## src/hdl/ftfi_pkg.sv

```systemverilog
`default_nettype none
package ftfi_pkg;

    localparam int SECTORS_PER_TRACK = 9;
    localparam int TRACK_BYTES       = 7168;

    localparam int POS_W   = 13;
    localparam int SLOT_W  = 4;
    localparam int OFF_W   = 10;
    localparam int ORDER_W = 36;
    localparam int NUM_ORDER_SLOTS = ORDER_W / 4;

    localparam logic [ORDER_W-1:0] ORDER_RESET = 36'h594837261;

    localparam logic [POS_W-1:0] LEADER_LEN = 13'd256;
    localparam logic [OFF_W-1:0] BLOCK_LEN  = 10'd636;
    localparam logic [POS_W-1:0] LAST_POS   = POS_W'(TRACK_BYTES - 1);
    localparam logic [SLOT_W-1:0] NUM_SECTORS = SLOT_W'(SECTORS_PER_TRACK);

    localparam logic [7:0] GAP_BYTE   = 8'h4e;
    localparam logic [7:0] SYNC_BYTE  = 8'h00;
    localparam logic [7:0] C2_BYTE    = 8'hf6;
    localparam logic [7:0] IAM_BYTE   = 8'hfc;
    localparam logic [7:0] FILL_BYTE  = 8'hff;
    localparam logic [7:0] A1_BYTE    = 8'hf5;
    localparam logic [7:0] IDAM_BYTE  = 8'hfe;
    localparam logic [7:0] CRC_BYTE   = 8'hf7;
    localparam logic [7:0] DAM_BYTE   = 8'hfb;
    localparam logic [7:0] SIZE_CODE  = 8'h02;

    typedef struct packed {
        logic [POS_W-1:0]  pos;
        logic [SLOT_W-1:0] slot;
        logic [OFF_W-1:0]  off;
    } t_pos;

    typedef struct packed {
        logic [7:0] data;
        logic       last;
        logic       in_block;
    } t_sel;

endpackage
`default_nettype wire

```

## src/hdl/ftfi_byte_sel.sv

```systemverilog
`default_nettype none
module ftfi_byte_sel
    import ftfi_pkg::*;
(
    input  wire t_pos               i_pos,
    input  wire logic [7:0]         i_cylinder,
    input  wire logic               i_head,
    input  wire logic [ORDER_W-1:0] i_order,
    output t_sel                    o_sel
);

    logic [7:0] leader_b;
    logic [7:0] block_b;
    logic [3:0] sector_num;

    always_comb begin
        sector_num = 4'd0;
        for (int i = 0; i < NUM_ORDER_SLOTS; i++) begin
            if (i_pos.slot == SLOT_W'(i)) begin
                sector_num = i_order[4*i +: 4];
            end
        end
    end

    always_comb begin
        if (i_pos.pos < 13'd160)       leader_b = GAP_BYTE;
        else if (i_pos.pos < 13'd172)  leader_b = SYNC_BYTE;
        else if (i_pos.pos < 13'd175)  leader_b = C2_BYTE;
        else if (i_pos.pos == 13'd175) leader_b = IAM_BYTE;
        else                           leader_b = FILL_BYTE;
    end

    always_comb begin
        if (i_pos.off < 10'd12)        block_b = SYNC_BYTE;
        else if (i_pos.off < 10'd15)   block_b = A1_BYTE;
        else if (i_pos.off == 10'd15)  block_b = IDAM_BYTE;
        else if (i_pos.off == 10'd16)  block_b = i_cylinder;
        else if (i_pos.off == 10'd17)  block_b = {7'd0, i_head};
        else if (i_pos.off == 10'd18)  block_b = {4'd0, sector_num};
        else if (i_pos.off == 10'd19)  block_b = SIZE_CODE;
        else if (i_pos.off == 10'd20)  block_b = CRC_BYTE;
        else if (i_pos.off < 10'd43)   block_b = GAP_BYTE;
        else if (i_pos.off < 10'd55)   block_b = SYNC_BYTE;
        else if (i_pos.off < 10'd58)   block_b = A1_BYTE;
        else if (i_pos.off == 10'd58)  block_b = DAM_BYTE;
        else if (i_pos.off < 10'd571)  block_b = SYNC_BYTE;
        else if (i_pos.off == 10'd571) block_b = CRC_BYTE;
        else                           block_b = GAP_BYTE;
    end

    always_comb begin
        o_sel.in_block = 1'b0;
        if (i_pos.pos < LEADER_LEN) begin
            o_sel.data = leader_b;
        end else if (i_pos.slot < NUM_SECTORS) begin
            o_sel.data     = block_b;
            o_sel.in_block = 1'b1;
        end else begin
            o_sel.data = GAP_BYTE;
        end
        o_sel.last = (i_pos.pos >= LAST_POS);
    end

endmodule
`default_nettype wire

```

## src/hdl/floppy_track_format_image_generator_unit.sv

```systemverilog
`default_nettype none
// channel   dir   handshake                    payload
// s_axis    in    s_axis_tvalid/s_axis_tready  tdata: cylinder, head; tuser: track_start
// m_axis    out   m_axis_tvalid/m_axis_tready  tdata: track_byte; tlast: last_byte
// cfg       in    i_cfg_valid/o_cfg_ready      i_cfg_data: sector_order
//
// one word in, one track byte out; a new word is taken every cycle while m_axis does not stall.
// each word passes the input register, then byte select into the output register.
// the output register frees itself in the cycle it is taken, so stalls on
// m_axis only back up into s_axis when both registers are full.
// synchronous active-low reset clears the position counters and loads the
// default interleave order.
module floppy_track_format_image_generator_unit
    import ftfi_pkg::*;
(
    input  wire logic               i_clk,
    input  wire logic               i_rst_n,
    input  wire logic               s_axis_tvalid,
    output logic                    s_axis_tready,
    input  wire logic [15:0]        s_axis_tdata,   // [7:0] cylinder, [8] head
    input  wire logic               s_axis_tuser,   // [0] track_start
    output logic                    m_axis_tvalid,
    input  wire logic               m_axis_tready,
    output logic [7:0]              m_axis_tdata,   // [7:0] track_byte
    output logic                    m_axis_tlast,
    input  wire logic               i_cfg_valid,
    output logic                    o_cfg_ready,
    input  wire logic [ORDER_W-1:0] i_cfg_data
);

    logic [ORDER_W-1:0] r_order;
    logic               r_in_valid;
    logic [7:0]         r_cyl;
    logic               r_head;
    logic               r_start;
    t_pos               r_pos;
    t_pos               n_pos;
    t_pos               cur_pos;
    t_sel               sel;
    logic               r_out_valid;
    logic [7:0]         r_out_data;
    logic               r_out_last;
    logic               out_free;
    logic               advance;

    assign o_cfg_ready   = 1'b1;
    assign out_free      = !r_out_valid || m_axis_tready;
    assign advance       = r_in_valid && out_free;
    assign s_axis_tready = !r_in_valid || out_free;

    // track_start restarts before the byte is chosen
    always_comb begin
        if (r_start) cur_pos = '0;
        else         cur_pos = r_pos;
    end

    ftfi_byte_sel u_sel (
        .i_pos      (cur_pos),
        .i_cylinder (r_cyl),
        .i_head     (r_head),
        .i_order    (r_order),
        .o_sel      (sel)
    );

    always_comb begin
        n_pos = cur_pos;
        if (sel.last) begin
            n_pos = '0;
        end else begin
            n_pos.pos = cur_pos.pos + 1'b1;
            if (sel.in_block) begin
                if (cur_pos.off == BLOCK_LEN - 1'b1) begin
                    n_pos.off  = '0;
                    n_pos.slot = cur_pos.slot + 1'b1;
                end else begin
                    n_pos.off = cur_pos.off + 1'b1;
                end
            end
        end
    end

    always_ff @(posedge i_clk) begin
        if (!i_rst_n) begin
            r_order     <= ORDER_RESET;
            r_in_valid  <= 1'b0;
            r_pos       <= '0;
            r_out_valid <= 1'b0;
        end else begin
            if (i_cfg_valid) begin
                r_order <= i_cfg_data;
            end
            if (s_axis_tready) begin
                r_in_valid <= s_axis_tvalid;
            end
            if (advance) begin
                r_pos <= n_pos;
            end
            if (out_free) begin
                r_out_valid <= r_in_valid;
            end
        end
    end

    always_ff @(posedge i_clk) begin
        if (s_axis_tready && s_axis_tvalid) begin
            r_cyl   <= s_axis_tdata[7:0];
            r_head  <= s_axis_tdata[8];
            r_start <= s_axis_tuser;
        end
        if (advance) begin
            r_out_data <= sel.data;
            r_out_last <= sel.last;
        end
    end

    assign m_axis_tvalid = r_out_valid;
    assign m_axis_tdata  = r_out_data;
    assign m_axis_tlast  = r_out_last;

endmodule
`default_nettype wire

```

## config.mk

```make
export PLATFORM = sky130hd
export DESIGN_NAME = floppy_track_format_image_generator_unit
export DESIGN_NICKNAME = d
export VERILOG_FILES = /design/src/hdl/ftfi_pkg.sv /design/src/hdl/ftfi_byte_sel.sv /design/src/hdl/floppy_track_format_image_generator_unit.sv
export SDC_FILE = /design/constraint.sdc
export NUM_CORES = 1
export LEC_CHECK = 0
export BUFFER_PORTS_ARGS = -buffer_cell sky130_fd_sc_hd__buf_2
export CORE_MARGIN = 2
export CORE_UTILIZATION = 30
export DETAILED_ROUTE_END_ITERATION = 8
export GPL_ROUTABILITY_DRIVEN = 0
export SYNTH_ARGS = -nofsm -noshare
export SYNTH_HDL_FRONTEND = slang
export SYNTH_SLANG_ARGS = --single-unit
```

## constraint.sdc

```tcl
create_clock -name i_clk -period 4.09 [get_ports i_clk]
set_clock_uncertainty 0.1 [all_clocks]
set_input_delay 0.818 -clock i_clk [delete_from_list [all_inputs] [get_ports i_clk]]
set_output_delay 0.818 -clock i_clk [all_outputs]
set_load 0.02 [all_outputs]
```

# Word-level counts from Yosys, hierarchy flattened
# Index checks and enable logic that the tools add are counted.
[totals]
in_bits = 58
elab_cells = 87
register_bits = 84
output_inout_bits = 12
[classes]
magnitude_cmp = 12
eq_ne = 18
reduce_logical = 7
mux = 36
addsub = 3
[ops]
columns = ["op", "count"]
rows = [
  ["2-to-1 mux 8 bit", 19],
  ["2-to-1 mux 27 bit", 2],
  ["equality test 10 x 5 -> 1 bit, second input constant", 5],
  ["2-to-1 mux 4 bit", 10],
  ["less-than comparator 13 x 8 -> 1 bit, second input constant", 3],
  ["less-than comparator 10 x 6 -> 1 bit, second input constant", 3],
  ["equality test 10 bit, second input constant", 2],
  ["less-than comparator 10 x 4 -> 1 bit, second input constant", 2],
  ["equality test 4 x 3 -> 1 bit, second input constant", 4],
  ["2-to-1 mux 14 bit", 1],
  ["adder 13 x 1 -> 13 bit, second input constant", 1],
  ["equality test 13 x 8 -> 1 bit, second input constant", 1],
  [">= comparator 13 bit, second input constant", 1],
  ["less-than comparator 13 x 9 -> 1 bit, second input constant", 1],
  ["adder 10 x 1 -> 10 bit, second input constant", 1],
  ["equality test 10 x 4 -> 1 bit, second input constant", 1],
  ["equality test 10 x 6 -> 1 bit, second input constant", 1],
  ["less-than comparator 10 bit, second input constant", 1],
  ["2-to-1 mux 10 bit", 1],
  ["equality test 4 x 2 -> 1 bit, second input constant", 2],
  ["adder 4 x 1 -> 4 bit, second input constant", 1],
  ["equality test 4 x 1 -> 1 bit, second input constant", 1],
  ["equality test 4 bit, second input constant", 1],
  ["logical NOT 4 bit", 1],
  ["6 further kinds", 10],
]

# Depth between registers and ports, before layout
[logic_depth]
depth_word = 19
ltp_mapped = 13
depth_no_buf = 10

# Modules after synthesis
# From an unflattened synthesis, not the netlist that was laid out.
[unflattened]
hier_cells = 549
hier_area_um2 = 4880.9
[by_module_without_submodules]
columns = ["mod", "area_per_inst_um2", "seq_area_each_um2", "n_inst", "cells_each"]
rows = [
  ["floppy_track_format_image_generator_unit", 3693.5, 1871.8, 1, 372],
  ["ftfi_byte_sel", 1187.4, 0.0, 1, 177],
]

# Least setup slack after synthesis
# No wires, ideal clock.
[synth_timing]
kind = "register to register"
startpoint = "register r_start"
endpoint = "register r_pos[13] (netlist name)"
required_time_ns = 3.920
stages_incl_launch_ff = 12
setup_ns = 0.070
synth_period_minus_slack_ns = 2.926
arrival_time_ns = 2.756
n_path_buf = 4
setup_slack_ns = 1.164
cell_sequence = "edfxtp_1 > buf_6 > clkbuf_1 > buf_2 > buf_2 > nor2b_1 > ha_1 > nor2b_1 > nand4_2 > or4_4 > or4_1 > a21oi_1"
[synth_via]
elab_chain_cells = 6
word_cells_on_any_way = 11
classes_between = "add/sub (1); order compare (3); eq/ne (1); mux (6)"
[synth_rtl]
columns = ["element", "line", "source"]
rows = [
  ["from (decl)", "floppy_track_format_image_generator_unit.sv:35", "logic r_start;"],
  ["from (signal assigned)", "floppy_track_format_image_generator_unit.sv:108", "r_start <= s_axis_tuser;"],
  ["2-to-1 mux 27 bit *", "floppy_track_format_image_generator_unit.sv:53", "if (r_start) cur_pos = '0;"],
  ["branches (longest 4 deep; another with less-than comparator 13 x 9 -> 1 bit)", "--", ""],
  ["2-to-1 mux 27 bit *", "floppy_track_format_image_generator_unit.sv:67", "if (sel.last) begin"],
  ["to (signal assigned)", "floppy_track_format_image_generator_unit.sv:96", "r_pos <= n_pos;"],
  ["to (decl)", "floppy_track_format_image_generator_unit.sv:36", "t_pos r_pos;"],
]
# Every way passes the cells marked *.
# A chain may end at the register's enable or synchronous reset.

# Worst setup path after layout
# Same ends and word-level chain as after synthesis.

==> metrics.md <==
| Metric | Value |
|---|---|
| Worst setup path class | reg -> reg |
| Netlist cell types | 73 |
| Global-route wire length before repair | 21350 um |
| Clock transition at the registers of the reported paths | 0.06 ns |
| Synthesized instance count | about 580 |
| Final Setup Violations | 0 |
| Biggest area contributors in the synthesized netlist | sky130_fd_sc_hd__dfxtp_1, sky130_fd_sc_hd__edfxtp_1, sky130_fd_sc_hd__mux2i_1 |
| Clock latency at the later pin of the worst-skew pair | 0.34 ns |
| Mean cell area of the mapped netlist | 8.495 um^2 |
| TritonCTS clock tree | built |
| XOR/XNOR Fraction of Synth Area | less than 1% |
| Number of fillers in the final layout | roughly 1700 |
| Routed wire per std cell | 15.61 um |
| Reg-to-reg critical path startpoint | r_start |
| Power Dens Cells | around 330 nW/um^2 |
| Crit-path max FO | 36 |
| Min Clock Period, post-route | 3.174 ns |
| Largest net degree at the start of global routing | 37 |
| Number of diodes added for antenna fixing | 0 |
| Slew @ Worst Pin | 1.054 ns |
| Arrival time reported for the critical path endpoint | roughly 3.3 ns |
| Largest delay contributor family on the critical path | simple AND/OR/NAND/NOR gates |
| Hold WC Path Type | reg -> reg |
| DRT Wirelength | 13020 um |
| CP peak stage delay | just under 0.6 ns |
| NumNets Final | 681 |
| Compound-Gate Fraction of Synth Area | around a fifth |
| Worst path depth | 8 |
| Count of final hold-check violations | 0 |
| Number of detailed-route iterations in the first pass | 5 |
| Number of global-route vias before repair | around 4300 |
| Post-Route Hold Slack | between 0.3 and 0.4 ns |
| Slew Viols, Final | 0 |
| Total area of multi-input combinational cells | 2770 um^2 |
| Total buffers and inverters traversed by the critical path | 1 |
| Sum of net half-perimeters after detailed placement | roughly 9300 um |
| Worst reg-to-reg setup slack | 0.92 ns |
| Power Total | roughly 1.9 mW |
| Starting utilization of the core area | slightly above 30% |
| Number of sinks on the clock net | 84 |
| Max Cap Violations | 0 |
| Critical path, cell by cell | buf_4 -> nor2b_1 -> ha_1 -> nor2b_1 -> nand4_2 -> or4_4 -> or4_1 -> a21oi_1 |
| Congestion Overflow GR | 0 |
| FF/Latch Area | about 1900 um^2 |
| Reg2Reg Capture Point | r_pos[13] |
| Worst reg-to-reg path cell count | 8 |
| Clock Path Buffers | 2 |
| Overall die area | 17320 um^2 |
| Number of design rule violations left after detail routing | 0 |
| Number of buffers added on ports | between 60 and 70 |
| Syn Nets | roughly 640 |
| Buffer type at the clock tree root | sky130_fd_sc_hd__clkbuf_16 |
| Vias per cell | 5.295 |
| Yosys warning total | 0 |
| Number of synthesized register bits | 84 |
| Number of gates resized after CTS | 0 |
| I/O pin count | 70 |
| Critical path startpoint category | flop |
| Critical path's most frequent cell | sky130_fd_sc_hd__nor2b_1 |
| Post-route core utilization | 35.30% |
| Initial antenna violation count | 0 |
| Status | finished clean |
| Hold Crit Start | r_pos[10] |
| PnR worst setup slack | approximately 0.92 ns |
| Slowest stage cell, crit path | sky130_fd_sc_hd__or4_4 |
| Worst setup slack before clock tree synthesis | ~0.95 ns |
| Number of DRC markers after the initial detailed-route iteration | around 340 |
| Leakage power total | 2.090 nW |
| Top library cells by usage in the layout, fill and taps aside | sky130_fd_sc_hd__nand2_1, sky130_fd_sc_hd__dfxtp_1, sky130_fd_sc_hd__buf_2, sky130_fd_sc_hd__nor2_1, sky130_fd_sc_hd__a21oi_1 |
| Rows | 46 |
| Total global routing track utilization | 14.96% |
| Cell type contributing the most total cell area after synthesis | sky130_fd_sc_hd__dfxtp_1 |
| Core Footprint | between 15000 and 20000 um^2 |
| Vias | around 4400 |
| Upper clock frequency limit | 0.3150 GHz |
| Largest vdd supply drop | 0.1605 mV |
| Simple-Gate Fraction of Synth Area | 25.44% |
| Total CTS buffers | 9 |
| Adder-cell area share of the yosys netlist | around 2.6% |
| Synth async-reset ratio | 0% |
| Crit path required time | roughly 4.3 ns |
| Area Growth Syn to Fin | 14.81% |
| Cell area after synthesis | 4885 um^2 |
| Synth Flop Type | sky130_fd_sc_hd__dfxtp_1 |
| Die height | between 100 and 150 um |
| Die X-Extent | between 100 and 150 um |
| H-tree Lvls | 3 |
| Multiplexer fraction of the synthesized cell area | ~7.6% |
| Number of enable flip-flop cells after synthesis | 19 |
| RSZ-0062 raised after global routing | false |
| Type of destination of the critical path | flop |
| Setup fix buffers added after clock tree synthesis | 0 |
| Worst setup path startpoint | r_start |
| Hold bufs inserted after CTS | 0 |
| Worst slew margin relative to its limit | a little under 30% |
| Endpoint of the most critical setup path | r_pos[13] |
| Sequential share of the synthesized area | between 30% and 40% |
| Top-area cell type share of the netlist area | between 20% and 30% |
| Combinational family with the most area after synthesis | simple AND/OR/NAND/NOR gates |
| Sum of negative setup slack | 0 ns |
| Fraction of final layout cells with drive strength greater than 1 | 16.18% |
| Final clock period utilization by the worst path | slightly below 80% |
| Post-detailed-route count of antenna-violating nets | 0 |
## logic make-up (layout without fill, tap and decap cells)
family	after synthesis	after routing
xor gates and xnor gates	1	1
muxes	37	37
buffers and inverters	56	99
other	1	1
adders and majority gates	10	10
and+or+nand+nor	236	236
DFF	84	84
AOI/OAI and AO/OA	150	150
## registers in the layout, indices dropped and copies added (netlist names)
signal         count
m_axis_tdata       8
m_axis_tlast       1
m_axis_tvalid      1
r_cyl              8
r_head             1
r_in_valid         1
r_order           36
r_pos             27
r_start            1
## report_power, final
part | internal (mW) | leakage, nW | switching [mW]
clock | 0.473 | 0.137 | 0.343
sequential | 0.879 | 0.702 | 0.0165
combinational | 0.0589 | 1.25 | 0.0834
total | 1.41 | 2.09 | 0.443
## synthesized netlist by cell type (all sizes together), types with 3 or more instances
cell,number
a211oi,7
a21o,3
a21oi,43
a221oi,4
a2bb2oi,3
a31oi,5
a32oi,3
and2,4
and3,4
and4,3
buf,17
clkbuf,21
dfxtp,65
edfxtp,19
ha,10
inv,17
mux2i,37
nand2,65
nand2b,10
nand3,17
nand3b,6
nand4,6
nor2,55
nor2b,18
nor3,13
nor3b,4
nor4,8
o2111ai,4
o211ai,7
o21a,3
o21ai,35
o221ai,3
o22ai,6
o31ai,3
or2,6
or3,6
or4,5
## worst reg2reg max path, stage by stage, from the launching register on
cell and delay [ns]:
sky130_fd_sc_hd__edfxtp_1 0.40, sky130_fd_sc_hd__buf_4 0.28, sky130_fd_sc_hd__nor2b_1 0.26, sky130_fd_sc_hd__ha_1 0.49
sky130_fd_sc_hd__nor2b_1 0.22, sky130_fd_sc_hd__nand4_2 0.17, sky130_fd_sc_hd__or4_4 0.59, sky130_fd_sc_hd__or4_1 0.43
sky130_fd_sc_hd__a21oi_1 0.16
## per-layer routing
layer  wire length, um  up-vias  track usage, %
li1                  -     2180               -
met1              6008     2113           19.38
met2              6291      110           25.13
met3               557       13           2.431
met4               165        0           5.314
met5                 0        -               0
## worst min-delay path by stage
stage	endpoint	cells after the start	slack, ns
6_report	r_pos[10]	1	0.35
5_1_grt	r_order[9]	2	0.38
4_1_cts	r_pos[10]	1	0.35
3_5_place_dp	r_pos[10]	1	0.35
3_3_place_gp	r_pos[10]	1	0.34
2_1_floorplan	r_pos[10]	1	0.32
## area by class of cell
class / count / share of cell area (%)
Multi-Input combinational cell: 435 / 49.40
Timing Repair Buffer: 65 / 5.979
Inverter: 18 / 1.205
Clock buffer: 10 / 4.083
Tap cell: 216 / 4.819
Clock inverter: 6 / 1.138
Sequential cell: 84 / 33.38
## through the flow
stage,cells,instance area [um^2]
5_1_grt,834,5608
3_5_place_dp,818,5315
6_report,834,5608
2_1_floorplan,575,4885
3_3_place_gp,818,5315
4_1_cts,834,5608
Power figures use the tool's default switching activity.
